$ cat src/hw/rtl/stp_pkg.sv
package stp_pkg;

	// Buffer capacity in elements (1 to 64)
	localparam int MaxItems = 64;
	localparam int AddrW    = (MaxItems > 1) ? $clog2(MaxItems) : 1;
	localparam int CntW     = $clog2(MaxItems + 1);
	localparam int ValueW   = 32;
	localparam int GrpW     = 2;
	localparam int EntryW   = ValueW + GrpW;

	typedef logic [GrpW-1:0] grp_t;

	localparam grp_t GrpLess    = 2'd0;
	localparam grp_t GrpEqual   = 2'd1;
	localparam grp_t GrpGreater = 2'd2;

	// Handoff of one finished set to the scan sequencer
	typedef struct packed {
		logic [CntW-1:0] count;
		logic            dropped;
	} burst_t;

	// One candidate result from the scan sequencer
	typedef struct packed {
		logic              valid;
		logic              last;
		logic              overflow;
		logic [ValueW-1:0] value;
	} emit_t;

	function automatic grp_t classify(input logic [ValueW-1:0] a, input logic [ValueW-1:0] b);
		grp_t g;
		if ($signed(a) < $signed(b)) begin
			g = GrpLess;
		end else if (a == b) begin
			g = GrpEqual;
		end else begin
			g = GrpGreater;
		end
		return g;
	endfunction

endpackage

$ cat src/hw/rtl/stable_three_way_partition.sv
// Load: one transaction per cycle while no burst is in progress; each element is
// classified against the pivot on arrival and, while there is room, written to the RAM.
// Burst: after the last transaction the scan sequencer makes up to three passes over
// the n buffered elements, one per group (RAM read, then check for each element),
// and stops once all n elements are emitted; an output stall holds it in the check.
// Reset (arst_n low) clears pivot, counts, drop flag, sequencer and output valid.
module stable_three_way_partition (
	input  logic                        clk,
	input  logic                        arst_n,
	input  logic                        cfg_wr_en,
	input  logic [stp_pkg::ValueW-1:0]  cfg_wr_data,
	input  logic                        in_valid,
	output logic                        in_ready,
	input  logic [stp_pkg::ValueW-1:0]  value,
	input  logic                        last_in,
	output logic                        out_valid,
	input  logic                        out_ready,
	output logic [stp_pkg::ValueW-1:0]  out_value,
	output logic                        last_out,
	output logic                        overflow
);
	import stp_pkg::*;

	// Pivot register; the user must write it only while the block is idle (not enforced)
	logic [ValueW-1:0] pivot_q;

	// Load-side bookkeeping for the set being collected
	logic [CntW-1:0]   count_q;
	logic              dropped_q;

	logic              in_accept;
	logic              has_room;
	logic              wr_en;
	logic [EntryW-1:0] wr_entry;
	grp_t              in_grp;

	burst_t            burst;
	logic              start;
	logic              scan_busy;

	logic              rd_en;
	logic [AddrW-1:0]  rd_addr;
	logic [EntryW-1:0] rd_data;

	emit_t             emit;
	logic              emit_take;

	// Output register
	logic              out_valid_q;
	logic [ValueW-1:0] out_value_q;
	logic              last_out_q;
	logic              overflow_q;

	// Accept input only while the scan sequencer is idle
	assign in_ready  = !scan_busy;
	assign in_accept = in_valid && in_ready;
	assign has_room  = (count_q < CntW'(MaxItems));

	// Classify on arrival; group rides along with the value in the RAM entry
	assign in_grp   = classify(value, pivot_q);
	assign wr_en    = in_accept && has_room;
	assign wr_entry = {in_grp, value};

	// Hand the complete set to the sequencer, counting this transaction
	assign start         = in_accept && last_in;
	assign burst.count   = has_room ? (count_q + CntW'(1)) : count_q;
	assign burst.dropped = dropped_q || !has_room;

	always_ff @(posedge clk or negedge arst_n) begin
		if (!arst_n) begin
			pivot_q <= '0;
		end else if (cfg_wr_en) begin
			pivot_q <= cfg_wr_data;
		end
	end

	// Advance the fill count, note drops, restart after each set
	always_ff @(posedge clk or negedge arst_n) begin
		if (!arst_n) begin
			count_q   <= '0;
			dropped_q <= 1'b0;
		end else if (in_accept) begin
			if (last_in) begin
				count_q   <= '0;
				dropped_q <= 1'b0;
			end else if (has_room) begin
				count_q <= count_q + CntW'(1);
			end else begin
				dropped_q <= 1'b1;
			end
		end
	end

	stp_ram #(
		.Width (EntryW),
		.Depth (MaxItems)
	) u_store (
		.clk   (clk),
		.we    (wr_en),
		.waddr (count_q[AddrW-1:0]),
		.wdata (wr_entry),
		.re    (rd_en),
		.raddr (rd_addr),
		.rdata (rd_data)
	);

	stp_scan u_scan (
		.clk       (clk),
		.arst_n    (arst_n),
		.start     (start),
		.burst     (burst),
		.busy      (scan_busy),
		.rd_en     (rd_en),
		.rd_addr   (rd_addr),
		.rd_data   (rd_data),
		.emit      (emit),
		.emit_take (emit_take)
	);

	// Load the output register when it is empty or being drained this cycle
	assign emit_take = emit.valid && (!out_valid_q || out_ready);

	always_ff @(posedge clk or negedge arst_n) begin
		if (!arst_n) begin
			out_valid_q <= 1'b0;
		end else if (emit_take) begin
			out_valid_q <= 1'b1;
		end else if (out_ready) begin
			out_valid_q <= 1'b0;
		end
	end

	// Payload holds while a transaction waits
	always_ff @(posedge clk) begin
		if (emit_take) begin
			out_value_q <= emit.value;
			last_out_q  <= emit.last;
			overflow_q  <= emit.overflow;
		end
	end

	assign out_valid = out_valid_q;
	assign out_value = out_value_q;
	assign last_out  = last_out_q;
	assign overflow  = overflow_q;

	// Fill count never passes the buffer capacity
	a_count_bound: assert property (@(posedge clk) disable iff (!arst_n)
		count_q <= CntW'(MaxItems))
		else $error("fill count beyond capacity");

	// A set handoff always starts the sequencer
	a_start_busy: assert property (@(posedge clk) disable iff (!arst_n)
		start |=> scan_busy)
		else $error("sequencer did not start on last transaction");

	// No candidate result while the load side is open
	a_no_emit_on_load: assert property (@(posedge clk) disable iff (!arst_n)
		in_ready |-> !emit.valid)
		else $error("scan emitted while accepting input");

	// The output register is only loaded when its slot is free
	a_no_overwrite: assert property (@(posedge clk) disable iff (!arst_n)
		(out_valid_q && !out_ready) |-> !emit_take)
		else $error("output register overwritten while stalled");

endmodule

$ cat src/hw/rtl/stp_ram.sv
module stp_ram #(
	parameter int Width = 32,
	parameter int Depth = 64
) (
	input  logic                                        clk,
	input  logic                                        we,
	input  logic [((Depth > 1) ? $clog2(Depth) : 1)-1:0] waddr,
	input  logic [Width-1:0]                            wdata,
	input  logic                                        re,
	input  logic [((Depth > 1) ? $clog2(Depth) : 1)-1:0] raddr,
	output logic [Width-1:0]                            rdata
);

	logic [Width-1:0] mem_q [Depth];

	always_ff @(posedge clk) begin
		if (we) begin
			mem_q[waddr] <= wdata;
		end
		if (re) begin
			rdata <= mem_q[raddr];
		end
	end

endmodule

$ cat src/hw/rtl/stp_scan.sv
module stp_scan (
	input  logic                          clk,
	input  logic                          arst_n,
	input  logic                          start,
	input  stp_pkg::burst_t               burst,
	output logic                          busy,
	output logic                          rd_en,
	output logic [stp_pkg::AddrW-1:0]     rd_addr,
	input  logic [stp_pkg::EntryW-1:0]    rd_data,
	output stp_pkg::emit_t                emit,
	input  logic                          emit_take
);
	import stp_pkg::*;

	localparam logic [1:0] S_IDLE  = 2'd0;
	localparam logic [1:0] S_READ  = 2'd1;
	localparam logic [1:0] S_CHECK = 2'd2;

	logic [1:0]      state_q;
	logic [CntW-1:0] idx_q;
	logic [CntW-1:0] pos_q;
	logic [CntW-1:0] n_q;
	grp_t            grp_q;
	logic            drop_q;

	logic            match;
	logic            is_final;
	logic            advance;
	logic [CntW-1:0] idx_nxt;
	logic [CntW-1:0] pos_nxt;

	assign match    = (state_q == S_CHECK) && (rd_data[EntryW-1 -: GrpW] == grp_q);
	assign pos_nxt  = pos_q + CntW'(1);
	assign idx_nxt  = idx_q + CntW'(1);
	assign is_final = (pos_nxt == n_q);
	assign advance  = (state_q == S_CHECK) && (!match || emit_take);

	assign busy    = (state_q != S_IDLE);
	assign rd_en   = (state_q == S_READ);
	assign rd_addr = idx_q[AddrW-1:0];

	always_comb begin
		emit.valid    = match;
		emit.last     = is_final;
		emit.overflow = drop_q;
		emit.value    = rd_data[ValueW-1:0];
	end

	always_ff @(posedge clk or negedge arst_n) begin
		if (!arst_n) begin
			state_q <= S_IDLE;
			idx_q   <= '0;
			pos_q   <= '0;
			n_q     <= '0;
			grp_q   <= GrpLess;
			drop_q  <= 1'b0;
		end else begin
			unique case (state_q)
				S_IDLE: begin
					if (start) begin
						n_q     <= burst.count;
						drop_q  <= burst.dropped;
						idx_q   <= '0;
						pos_q   <= '0;
						grp_q   <= GrpLess;
						state_q <= S_READ;
					end
				end
				S_READ: begin
					state_q <= S_CHECK;
				end
				S_CHECK: begin
					if (advance) begin
						if (match) begin
							pos_q <= pos_nxt;
						end
						if (match && is_final) begin
							state_q <= S_IDLE;
						end else if (idx_nxt >= n_q) begin
							idx_q <= '0;
							if (grp_q == GrpGreater) begin
								state_q <= S_IDLE;
							end else begin
								grp_q   <= grp_q + grp_t'(1);
								state_q <= S_READ;
							end
						end else begin
							idx_q   <= idx_nxt;
							state_q <= S_READ;
						end
					end
				end
				default: begin
					state_q <= S_IDLE;
				end
			endcase
		end
	end

endmodule
$ cat config.mk
export PLATFORM = sky130hd
export DESIGN_NAME = stable_three_way_partition
export DESIGN_NICKNAME = d
export VERILOG_FILES = /design/src/hw/rtl/stp_pkg.sv /design/src/hw/rtl/stable_three_way_partition.sv /design/src/hw/rtl/stp_ram.sv /design/src/hw/rtl/stp_scan.sv
export SDC_FILE = /design/constraint.sdc
export NUM_CORES = 2
export LEC_CHECK = 0
export BUFFER_PORTS_ARGS = -buffer_cell sky130_fd_sc_hd__buf_2
export CORE_MARGIN = 5
export CORE_UTILIZATION = 48
export CTS_CLUSTER_DIAMETER = 200
export DETAILED_ROUTE_END_ITERATION = 10
export MAX_ROUTING_LAYER = met4
export PLACE_DENSITY_LB_ADDON = 0.1
export SLEW_MARGIN = 20
export SYNTH_ARGS = -nofsm -noshare
export SYNTH_HDL_FRONTEND = slang
export SYNTH_SLANG_ARGS = --single-unit
$ cat constraint.sdc
create_clock -name clk -period 6.7 [get_ports clk]
set_input_delay 0.335 -clock clk [delete_from_list [all_inputs] [get_ports clk]]
set_output_delay 0.335 -clock clk [all_outputs]
set_load 0.03 [all_outputs]
Word level (Yosys, flattened, before mapping)
Memories as Yosys holds them, arrays and structs flattened. A register that Yosys moved wholly into a read port is not among the register bits. Cells that the tools add are included.

Flip-flop bits (word level): 101. Bits in writable memories: 2176. Input bits: 70. Output and inout port bits: 36. Logic and storage cells: 88. Memories: 1.

$add $sub $neg: 4. $lt $le $gt $ge: 3. Equality and inequality tests: 13. Muxes and demuxes: 30. Reductions and logical operators: 24.

Memory list: u_store.mem_q (words 64, width 34, rd ports 1, clocked after Yosys merged registers in 1, write ports 1, RTL line stp_ram.sv:14) `logic [Width-1:0] mem_q [Depth];`.

Operator list (number): 2-to-1 mux 7 bit (8); equality test 32 bit (1); less-than comparator 32 bit (1); case mux 7 bit (2 select lines) (2); adder 7 x 1 -> 7 bit (second input constant) (3); 2-to-1 mux 2 bit (10); != test 2 bit (second input constant) (5); 2-to-1 mux 1 bit (8); AND reduction 4 bit (2); equality test 7 bit (1); greater-or-equal comparator 7 bit (1); logical AND 1 bit (7); less-than comparator 7 bit (second input constant) (1); case mux 2 bit (3 select lines) (1); AND reduction 2 bit (3); AND reduction 6 bit (1); nonzero test 2 bit (3); equality test 2 bit (second input constant) (2); logical NOT 1 bit (4); != test 2 x 1 -> 1 bit (second input constant) (2); case mux 2 bit (2 select lines) (1); logical OR 1 bit (3); adder 2 x 1 -> 2 bit (second input constant) (1); equality test 2 x 1 -> 1 bit (second input constant) (1); 2 further kinds (2).

Logic depth before layout (Yosys ltp)
Word-level depth: 7. Depth in mapped cells: 15. Mapped depth without buffers: 10.

By module
From an unflattened synthesis, not the netlist that was laid out.

Cells, all modules: 4277. Area total of the unflattened synthesis: 89582.2 um^2.

Modules (own cells, without submodules): stp_ram (instances 1, cells an instance 3744, area each 84114.4 um^2, seq. area each 66363.6 um^2); stable_three_way_partition (instances 1, cells an instance 309, area each 3472.1 um^2, seq. area each 2047.0 um^2); stp_scan (instances 1, cells an instance 224, area each 1995.7 um^2, seq. area each 650.6 um^2).

Least setup slack after synthesis
OpenSTA, ideal clock, no wires.

Kind: register to register. Start: register pivot_q[17]. End: memory u_store.mem_q[0][32] (netlist bit) (data pin). Setup time: 721 ps. Arrival: 4162 ps. Data required time: 5979 ps. Setup slack: 1816 ps. Stages on the path, launching flop included: 9. Buffers on the path: 0. Clock period less this slack: 4884 ps. Cell sequence: dfrtp_1 inv_1 ha_1 a41oi_1 o21ai_1 a211oi_1 and3_1 a41oi_1 a211oi_1.

Cells in the longest elaborated chain, start to end: 3. Elaborated cells on any way between the ends: 4. Those cells by class: 1 x order compare; 1 x eq/ne; 2 x mux.

Ends and longest elaborated chain: start, declared (RTL line stable_three_way_partition.sv:25) `logic [ValueW-1:0] pivot_q;`; start signal, assigned (RTL line stable_three_way_partition.sv:73) `pivot_q <= cfg_wr_data;`; parallel branches: the longest is 2 deep, another holds less-than comparator 32 bit; 2-to-1 mux 2 bit (*) (RTL line stp_pkg.sv:33) `if ($signed(a) < $signed(b)) begin`; via in_grp[0] (RTL line stable_three_way_partition.sv:35) `grp_t in_grp;`; end, declared (RTL line stp_ram.sv:14).

Mark *: on every way through the listed nets, which the timed path passes.

==> metrics.md <==
| Metric | Value |
|---|---|
| Status | finished, final reports clean |
| Yosys warns | 0 |
| Die W | between 400 and 500 um |
| CP Launch Type | register |
| Simple-gate share of the synthesized area | 0.0149 |
| Unrepaired setup endpoints after global routing | no |
| Register area | 69100 um2 |
| Yosys cell types | between 50 and 60 |
| Setup_tns | 0 ns |
| R2r endpoint | u_store.rdata[13] |
| Vias/cell | 6.14 |
| Area of the die | around 190000 um2 |
| Compound-Gate Fraction of Synth Area | 0.0150 |
| Post-synthesis mux area share | 0.171 |
| Final wirelength | between 200000 and 250000 um |
| GR Util All Layers | 0.255 |
| Nets@finish | 4240 |
| Fin crit period | approximately 4.3 ns |
| Largest family of logic cells by synthesized area | multiplexers |
| WL met2 | 115000 um |
| Post-synth ARST share | 0.0290 |
| Largest net degree at the start of global routing | 143 |
| Setup Skew | about 0.03 ns |
| Vias in the first global route | roughly 43k |
| Setup crit end kind | register |
| CTS tree | done |
| Main synth FF type | edfxtp_1 |
| Die Span Y | approximately 440 um |
| Final period utilization | 0.641 |
| PwrDens | between 300 and 400 nW/um2 |
| Worst hold path type | primary input to register |
| Pwr Total | between 0.03 and 0.04 W |
| Clk slew on worst S/H paths | roughly 0.060 ns |
| H-tree depth | 4 |
| Clock latency on the worst-skew pair | roughly 0.85 ns |
| Syn_area_per_cell | between 20 and 25 um2 |
| Critical Path AT | ~5 ns |
| Synthesized area | just under 90000 um2 |
| Multi-input gate area | 19100 um2 |
| R2R setup slack | roughly 2.4 ns |
| Post-DP HPWL | 131000 um |
| Post-synthesis cell count | 3802 |
| Postcts setup bufs | 0 |
| Total of max-cap violations | 0 |
| Maximum vdd drop | ~0.23 mV |
| GRT overflow | 0 |
| Count of final hold-check violations | 0 |
| I/O pin total | approximately 110 |
| Num CTS Buffers | 230 |
| Filler Cells Inserted | between 10k and 15k |
| EDFF count, synth | 2244 |
| Synth Area in Adders | 0.00607 |
| Hold EP | pivot_q[28] |
| Initial Util | 0.483 |
| DR WL/cell | 34.9 um |
| Clock root buffer | clkbuf_16 |
| Leakage | about 31 nW |
| Hold depth | 3 |
| Global-route wire length before repair | 331000 um |
| Reg-to-Reg Start | u_scan.idx_q[0] |
| Layout Area Growth over Synthesis | 13.7% |
| CP required | approximately 7.3 ns |
| Total number of vias | about 42k |
| Initial drt markers | a little over 5k |
| PortBufs | approximately 110 |
| Slew headroom | 0.206 |
| Syn Nets | ~3.9k |
| Reg2Reg Depth | 6 |
| Wire length on met3 | approximately 16000 um |
| CORE AREA | 183000 um2 |
| CTS Buffer Depth | 3 |
| Initial antenna violation count | 14 |
| DRT Pass-1 Iters | 5 |
| Least-Margin Pin Slew | approximately 1.2 ns |
| Share of cells above drive strength 1 | 0.301 |
| Max Slew Vio Count | 0 |
| FF+latch count, synth | about 2.3k |
| Worst-path maximum fanout | a little under 80 |
| GPL Wtd Cong | 0.809 |
| Met1 Wirelength | 96800 um |
| FP Rows | ~160 |
| Kind of critical path | register to register |
| Min-delay src | cfg_wr_en |
| Post-detailed-route count of antenna-violating nets | 0 |
| Fmax | about 0.23 GHz |
| Register area share after synthesis | 0.779 |
| Final setup fails | 0 |
| DR DRC count | 0 |
| Uppermost layer routed | met4 |
| Sinks on the clock net | between 2k and 2.5k |
| Synth Area in XOR/XNOR | 0.00247 |
## worst max-delay path by stage
stage / cells past startpoint / start / endpoint
after floorplan: 7 / value[17] / u_store.mem_q[0][32]
after global placement: 6 / u_scan.idx_q[0] / u_store.rdata[10]
after detailed placement: 6 / u_scan.idx_q[0] / u_store.rdata[16]
after CTS: 6 / u_scan.idx_q[0] / u_store.rdata[16]
after global routing: 6 / u_scan.idx_q[0] / u_store.rdata[13]
final: 6 / u_scan.idx_q[0] / u_store.rdata[13]
## cell families (layout without fill, tap and decap cells)
family,after synthesis,in the layout
adder cells (fa/ha/maj),43,43
buffers and inverters,237,746
AND/OR/NAND/NOR,290,290
AO/OA/AOI/OAI,205,205
other,0,7
multiplexers,691,691
XOR/XNOR,25,25
flip-flops,2311,2311
## layout make-up
class / instances / share of cell area
diodes: 7 / 0.000174
clock buffers: 303 / 0.0613
clock inverters: 113 / 0.0102
inverters: 44 / 0.00164
multi-input cells: 1254 / 0.190
flip-flops and latches: 2311 / 0.685
well taps: 2464 / 0.0306
repair buffers: 286 / 0.0215
## power by group
group	leakage [nW]	internal [W]	switching, W
registers	21.1	0.0163	0.000225
clock network	3.53	0.00701	0.00542
logic	6.34	0.00201	0.00249
total	31.0	0.0253	0.00813
## registers in the layout, summed over array words and instances (netlist names), 2 cells and up
name and cells:
u_scan.pos_q 7, u_scan.n_q 7, u_store.mem_q 2176, u_scan.idx_q 7
u_scan.state_q 2, count_q 7, pivot_q 32, u_scan.grp_q 2
out_value 32, u_store.rdata 34
## worst max-delay path, stage by stage (launching register included)
cell	delay, ns
dfrtp_4	1.02
buf_12	0.55
buf_12	0.41
mux4_2	0.57
mux4_2	0.49
a22oi_1	0.65
nand2_1	0.11
## timing repair
item,4_1_cts,5_1_grt
resized for setup,0,0
hold buffers,45,0
hold endpoints to repair,147,0
## metrics by stage
step | instance area [um2] | setup slack (ns) | utilization | std cells | hold WS, ns
finish | 101000 | 2.40 | 0.550 | 6782 | 0.0328
CTS | 101000 | 2.36 | 0.549 | 6774 | 0.0897
detailed placement | 93100 | 2.35 | 0.508 | 6313 | 0.208
global placement | 93100 | 2.34 | 0.508 | 6312 | 0.203
floorplan | 88700 | 1.82 | - | 3802 | 0.0394
global route | 101000 | 2.15 | 0.550 | 6780 | 0.0308
## layout by cell type, fill, tap and decap left out, types with 6 or more instances in the layout
cell type      synthesis  routed
buf_12                 0      12
o21ai_0               41      41
o21ai_1               25      25
nor2_1                90      25
edfxtp_1            2244    2244
mux2_2                 6       6
inv_1                 43      43
clkbuf_1              98      62
dlygate4sd3_1          0      45
mux2i_1               25      25
o221ai_1              10      10
ha_1                  43      43
nand2_1              111     111
buf_4                  5     124
buf_2                 62     104
nand4_1               15      15
clkinv_2               0      39
nor2_4                 0      65
xnor2_1               18      18
a22oi_1               61      61
a21oi_1               29      29
clkbuf_8               0       7
clkinv_1               0      43
nand3_1               24      23
nor2b_1               13      10
o211ai_1               6       6
dfrtp_1               67      63
mux4_2               660     660
xor2_1                 7       7
clkbuf_16              0     234
diode_2                0       7
nand2b_1               8       8
bufinv_16              0      14
## layer usage
metal  GRT usage  vias to the layer above
li1            -                    16892
met1       0.343                    22771
met2       0.397                     1552
met3      0.0513                      404
met4      0.0806                        0
met5           -                        -
## synthesized netlist by cell type (3+ instances only)
master | number | share of area
a211o_1 | 4 | 0.00040
a211oi_1 | 4 | 0.00034
a21oi_1 | 29 | 0.0016
a22oi_1 | 61 | 0.0052
a31oi_1 | 4 | 0.00028
and2_1 | 3 | 0.00021
and3_1 | 4 | 0.00028
buf_1 | 25 | 0.0011
buf_2 | 62 | 0.0035
buf_4 | 5 | 0.00042
buf_6 | 3 | 0.00038
clkbuf_1 | 98 | 0.0041
dfrtp_1 | 67 | 0.019
edfxtp_1 | 2244 | 0.76
ha_1 | 43 | 0.0061
inv_1 | 43 | 0.0018
mux2_2 | 6 | 0.00076
mux2i_1 | 25 | 0.0028
mux4_2 | 660 | 0.17
nand2_1 | 111 | 0.0047
nand2b_1 | 8 | 0.00056
nand3_1 | 24 | 0.0014
nand3b_1 | 3 | 0.00025
nand4_1 | 15 | 0.0011
nor2_1 | 90 | 0.0038
nor2b_1 | 13 | 0.00092
nor3_1 | 3 | 0.00017
nor4_1 | 4 | 0.00028
o211ai_1 | 6 | 0.00051
o21ai_0 | 41 | 0.0023
o21ai_1 | 25 | 0.0014
o221ai_1 | 10 | 0.00099
o22ai_1 | 4 | 0.00028
o31ai_1 | 3 | 0.00025
xnor2_1 | 18 | 0.0018
xor2_1 | 7 | 0.00069
Power figures use the tool's default switching activity.
